**src/hdl/tknt_pkg.sv**
```systemverilog
package tknt_pkg;

  localparam int CNT_W     = 7;
  localparam int ID_W      = 31;
  localparam int DIST_W    = 32;
  localparam int OID_W     = 32;
  localparam int ST_W      = 3;
  localparam int CMD_W     = 2;
  localparam int MAX_K_DEF = 64;

  localparam logic [CNT_W-1:0] K_RESET = 7'd16;

  localparam logic [CMD_W-1:0] CMD_RESET   = 2'd0;
  localparam logic [CMD_W-1:0] CMD_PUSH    = 2'd1;
  localparam logic [CMD_W-1:0] CMD_QUERY   = 2'd2;
  localparam logic [CMD_W-1:0] CMD_EXTRACT = 2'd3;

  localparam logic [ST_W-1:0] ST_INSERTED  = 3'd0;
  localparam logic [ST_W-1:0] ST_PRUNED    = 3'd1;
  localparam logic [ST_W-1:0] ST_DUPLICATE = 3'd2;
  localparam logic [ST_W-1:0] ST_QUERY     = 3'd3;
  localparam logic [ST_W-1:0] ST_EXTRACT   = 3'd4;
  localparam logic [ST_W-1:0] ST_RESET     = 3'd5;

  // read address select for the slot stores
  localparam logic [1:0] RD_KM1   = 2'd0;
  localparam logic [1:0] RD_IDX   = 2'd1;
  localparam logic [1:0] RD_IDXM1 = 2'd2;

  typedef struct packed {
    logic            load;
    logic            rd;
    logic [1:0]      rd_sel;
    logic            scan_step;
    logic            shift_init;
    logic            shift_wr;
    logic            ins_wr;
    logic            ex_next;
    logic            emit;
    logic [ST_W-1:0] emit_st;
    logic            fill_clr;
    logic            fill_keep;
  } tknt_ctl_t;

  typedef struct packed {
    logic [CMD_W-1:0] cmd;
    logic             full;
    logic             empty;
    logic             scan_last;
    logic             pruned;
    logic             hit;
    logic             shift_more;
    logic             ex_last;
  } tknt_sts_t;

endpackage

```
**src/hdl/tknt_ctrl.sv**
```systemverilog
module tknt_ctrl
  import tknt_pkg::*;
(
  input  logic      clk,
  input  logic      rst_n,
  input  logic      start,
  output logic      busy,
  input  tknt_sts_t sts,
  output tknt_ctl_t ctl
);

  localparam logic [3:0] S_IDLE    = 4'd0;
  localparam logic [3:0] S_DISP    = 4'd1;
  localparam logic [3:0] S_PR_RD   = 4'd2;
  localparam logic [3:0] S_PR_CMP  = 4'd3;
  localparam logic [3:0] S_SC_RD   = 4'd4;
  localparam logic [3:0] S_SC_CMP  = 4'd5;
  localparam logic [3:0] S_SC_END  = 4'd6;
  localparam logic [3:0] S_SH_INIT = 4'd7;
  localparam logic [3:0] S_SH_RD   = 4'd8;
  localparam logic [3:0] S_SH_WR   = 4'd9;
  localparam logic [3:0] S_EX_RD   = 4'd10;
  localparam logic [3:0] S_EX_EMIT = 4'd11;

  logic [3:0] state_r, state_nxt;

  always_ff @(posedge clk) begin
    if (!rst_n) state_r <= S_IDLE;
    else        state_r <= state_nxt;
  end

  assign busy = state_r != S_IDLE;

  always_comb begin
    ctl       = '0;
    state_nxt = state_r;
    unique case (state_r)
      S_IDLE: begin
        if (start) begin
          ctl.load  = 1'b1;
          state_nxt = S_DISP;
        end
      end
      S_DISP: begin
        unique case (sts.cmd)
          CMD_RESET: begin
            ctl.emit     = 1'b1;
            ctl.emit_st  = ST_RESET;
            ctl.fill_clr = 1'b1;
            state_nxt    = S_IDLE;
          end
          CMD_QUERY: begin
            if (sts.empty) begin
              ctl.emit    = 1'b1;
              ctl.emit_st = ST_QUERY;
              state_nxt   = S_IDLE;
            end else begin
              state_nxt = S_SC_RD;
            end
          end
          CMD_PUSH: begin
            if (sts.full)       state_nxt = S_PR_RD;
            else if (sts.empty) state_nxt = S_SH_INIT;
            else                state_nxt = S_SC_RD;
          end
          CMD_EXTRACT: state_nxt = S_EX_RD;
          default:     state_nxt = S_IDLE;
        endcase
      end
      S_PR_RD: begin
        ctl.rd     = 1'b1;
        ctl.rd_sel = RD_KM1;
        state_nxt  = S_PR_CMP;
      end
      S_PR_CMP: begin
        if (sts.pruned) begin
          ctl.emit      = 1'b1;
          ctl.emit_st   = ST_PRUNED;
          ctl.fill_keep = 1'b1;
          state_nxt     = S_IDLE;
        end else begin
          state_nxt = S_SC_RD;
        end
      end
      S_SC_RD: begin
        ctl.rd     = 1'b1;
        ctl.rd_sel = RD_IDX;
        state_nxt  = S_SC_CMP;
      end
      S_SC_CMP: begin
        ctl.scan_step = 1'b1;
        state_nxt     = sts.scan_last ? S_SC_END : S_SC_RD;
      end
      S_SC_END: begin
        if (sts.cmd == CMD_QUERY) begin
          ctl.emit    = 1'b1;
          ctl.emit_st = ST_QUERY;
          state_nxt   = S_IDLE;
        end else if (sts.hit) begin
          ctl.emit      = 1'b1;
          ctl.emit_st   = ST_DUPLICATE;
          ctl.fill_keep = 1'b1;
          state_nxt     = S_IDLE;
        end else begin
          state_nxt = S_SH_INIT;
        end
      end
      S_SH_INIT: begin
        ctl.shift_init = 1'b1;
        state_nxt      = S_SH_RD;
      end
      S_SH_RD: begin
        if (sts.shift_more) begin
          ctl.rd     = 1'b1;
          ctl.rd_sel = RD_IDXM1;
          state_nxt  = S_SH_WR;
        end else begin
          ctl.ins_wr  = 1'b1;
          ctl.emit    = 1'b1;
          ctl.emit_st = ST_INSERTED;
          state_nxt   = S_IDLE;
        end
      end
      S_SH_WR: begin
        ctl.shift_wr = 1'b1;
        state_nxt    = S_SH_RD;
      end
      S_EX_RD: begin
        ctl.rd     = 1'b1;
        ctl.rd_sel = RD_IDX;
        state_nxt  = S_EX_EMIT;
      end
      S_EX_EMIT: begin
        ctl.emit    = 1'b1;
        ctl.emit_st = ST_EXTRACT;
        ctl.ex_next = 1'b1;
        state_nxt   = sts.ex_last ? S_IDLE : S_EX_RD;
      end
      default: state_nxt = S_IDLE;
    endcase
  end

endmodule

```
**config.mk**
```make
export PLATFORM = sky130hd
export DESIGN_NAME = tknt_ctrl
export DESIGN_NICKNAME = d
export VERILOG_FILES = /design/src/hdl/tknt_pkg.sv /design/src/hdl/tknt_ctrl.sv
export SDC_FILE = /design/constraint.sdc
export NUM_CORES = 1
export LEC_CHECK = 0
export ABC_AREA = 1
export BUFFER_PORTS_ARGS = -buffer_cell sky130_fd_sc_hd__buf_4
export CAP_MARGIN = 15
export CORE_AREA = 4 4 41 43
export CTS_BUF_LIST = sky130_fd_sc_hd__clkbuf_2 sky130_fd_sc_hd__clkbuf_4 sky130_fd_sc_hd__clkbuf_8
export CTS_CLUSTER_SIZE = 20
export DETAILED_ROUTE_END_ITERATION = 16
export DIE_AREA = 0 0 45 47
export GPL_TIMING_DRIVEN = 0
export PLACE_DENSITY = 0.71
export SYNTH_ARGS = -nofsm -noshare
export SYNTH_HDL_FRONTEND = slang
export SYNTH_SLANG_ARGS = --single-unit
```
**constraint.sdc**
```tcl
create_clock -name clk -period 1.3 [get_ports clk]
set_input_delay 0.065 -clock clk [delete_from_list [all_inputs] [get_ports clk]]
set_output_delay 0.065 -clock clk [all_outputs]
set_load 0.05 [all_outputs]
```
==> flow_summary.json <==
{
  "antenna_found_initial": 0,
  "numPortBuffers": 27,
  "crit_type": "flip-flop to output pin",
  "cts_hold_buf": 0,
  "reg_top3": "state_r x4",
  "yosysMostFrequentCell": "nand2_1",
  "synth_xor_area_share_pct": 0,
  "skew_ns": 0.005909,
  "track_usage_pct": 19.67,
  "yosysTopAreaCellShare_pct": 19.66,
  "start_kind": "flip-flop",
  "hold_class": "primary input to flip-flop",
  "yosys.area_share.adder_pct": 0,
  "synth.ff_latch_count": 4,
  "chipWidth_um": 45,
  "synth_mux_area_share_pct": 0,
  "powerDensity_nw_per_um2": 1355,
  "synth_area_um2": 515.5,
  "failed_checks": "setup timing",
  "synth_top_family_by_area": "simple AND/OR/NAND/NOR gates",
  "die_area_um2": 2115,
  "largest_reg_flops": 4,
  "layout.nets": 152,
  "ys_top_cells_by_area": "nand2_1 (20%), dfxtp_1 (16%), nor2_1 (13%)",
  "syn_to_final_growth_pct": 101.5,
  "fin_setup_tns_ns": -0.7352,
  "clock_sinks": 4,
  "synth_common_cells": "nand2_1 (27), nor2_1 (18), inv_1 (17), nand3_1 (8), a21oi_1 (5)",
  "ant_nets": 0,
  "ir_drop_mv": 0.6767,
  "fill_cells": 85,
  "setup_viol": 9,
  "fin_ws_ns": -0.1385,
  "max_freq_mhz": 695.2,
  "cap_violations": 0,
  "worst_setup_path_end_kind": "output pin",
  "rsz0062_at_grt": "true",
  "die_h_um": 47,
  "min_period_ns": 1.439,
  "grt_pass1_vias": 740,
  "async_flop_share_pct": 0,
  "drive_gt1_share_pct": 55.80,
  "synth-main-ff-cell": "dfxtp_1",
  "maxSlewHeadroom_pct": 84.17,
  "viasPerCell": 5.131,
  "synth_largest_area_cell": "nand2_1",
  "p_leak_nw": 0.5402,
  "finalWirelength_um": 1958,
  "gp_congestion": 0.8026,
  "final_util_pct": 79.81,
  "pin_count": 28,
  "syn_area_per_cell_um2": 5.104,
  "hold_viol": 0,
  "cts_tree": "done",
  "synth-compound-area-share_pct": 16.75,
  "clockBufferDepth": 2,
  "cts_root_buffer": "clkbuf_4",
  "synth_cell_type_count": 16,
  "coreArea_um2": 1301,
  "multi_input_area_um2": 481.7,
  "clk_latency_ns": 0.24,
  "start_util_pct": 39.62,
  "vias": 785,
  "fp-row-count": 13,
  "fin_crit_sh_pct": 110.7,
  "cts_max_level": 1,
  "synth-seq-area-share_pct": 15.53,
  "synthCells": 101,
  "synth-edff-count": 0,
  "slew_violations": 0,
  "status": "complete, but fails checks",
  "grt_first_pass_wirelength_um": 3077,
  "regMostFlops": "state_r",
  "cp.arrival_ns": 1.37,
  "cp_max_fo": 4,
  "yosysWarnings": 0,
  "num_antenna_cells": 0,
  "drt_pass1_iterations": 4,
  "synth_fp_nets": 113,
  "grt.overflow.total": 0,
  "grt_max_degree": 6,
  "path_clk_slew_ns": 0.04,
  "drt_iter0_markers": 35,
  "tightest_slew_ns": 0.2364,
  "synthSimpleGateAreaFrac_pct": 52.43,
  "cts_buffers": 3,
  "hpwl_um": 1332,
  "regArea_um2": 95.09,
  "drc": 0,
  "wl_per_cell_um": 12.80,
  "cp.required_ns": 1.24
}
==> cell usage in the layout, fill, tap and decap left out, drive strengths merged <==
cell type and n:
nand3 8, inv 20, clkbuf 3, clkinvlp 1, a21oi 5, o22ai 1
dfxtp 4, o21ai 5, nand4 1, nand2 29, buf 34, nor2 22
nand3b 1, o211ai 4
==> cell families (layout without fill, tap and decap cells) <==
group,Yosys count,in the layout
AOI/OAI and AO/OA,15,15
and+or+nand+nor,61,61
buffers and inverters,21,58
DFF,4,4
==> repair_timing <==
action | in CTS | in global routing
cloned | 0 | 0
resized for setup | 29 | 18
endpoints found under the setup margin | 13 | 16
buffers inserted | 4 | 3
pin swaps | 4 | 7
==> critical path, cell delays in order (launching register included) <==
cell and delay, ns:
dfxtp_4 0.35, inv_2 0.09, nand2_2 0.09, inv_1 0.09, nand2_2 0.09, o211ai_1 0.18, buf_4 0.22
==> through the flow <==
stage	setup slack (ns)	power (mW)	instance area (um^2)	hold slack, ns	std cells
2_1_floorplan	-0.1863	0.7702	578.1	0.2270	101
3_3_place_gp	-0.03916	0.9685	799.5	0.3308	143
3_5_place_dp	-0.04944	0.9750	799.5	0.3513	143
4_1_cts	-0.1354	1.301	960.9	0.09966	150
5_1_grt	-0.2292	1.485	1039	0.1100	153
6_report	-0.1385	1.408	1039	0.09126	153
==> power by group <==
group          leakage [nW]  switching [mW]  internal (mW)
registers            0.0356          0.0461          0.159
logic                 0.491           0.647          0.393
clock network        0.0138          0.0589          0.104
==> area by class of cell <==
| cell class | count | share of cell area (%) |
|---|---|---|
| clock buffers | 3 | 2.169 |
| inverters | 21 | 8.916 |
| multi-input cells | 76 | 46.39 |
| flip-flops and latches | 4 | 9.157 |
| well taps | 15 | 1.807 |
| repair buffers | 34 | 31.57 |
==> final timing paths <==
check | startpoint | end | slack (ns) | depth (start not counted)
worst max-delay path | state_r[0] | ctl[2] | -0.14 | 6
worst min-delay path | rst_n | state_r[3] | 0.09 | 3
worst min register to register | state_r[3] | state_r[0] | 0.63 | 3
worst max register to register | state_r[1] | state_r[3] | 0.09 | 9
==> routing by layer <==
metal  up-vias  wire length, um  track usage (%)
li1        392                -                -
met1       349              795            23.18
met2        35              974            34.75
met3         9              120            3.065
met4         0               68            9.357
met5         -                0                0
(Power assumes the default switching activity.)
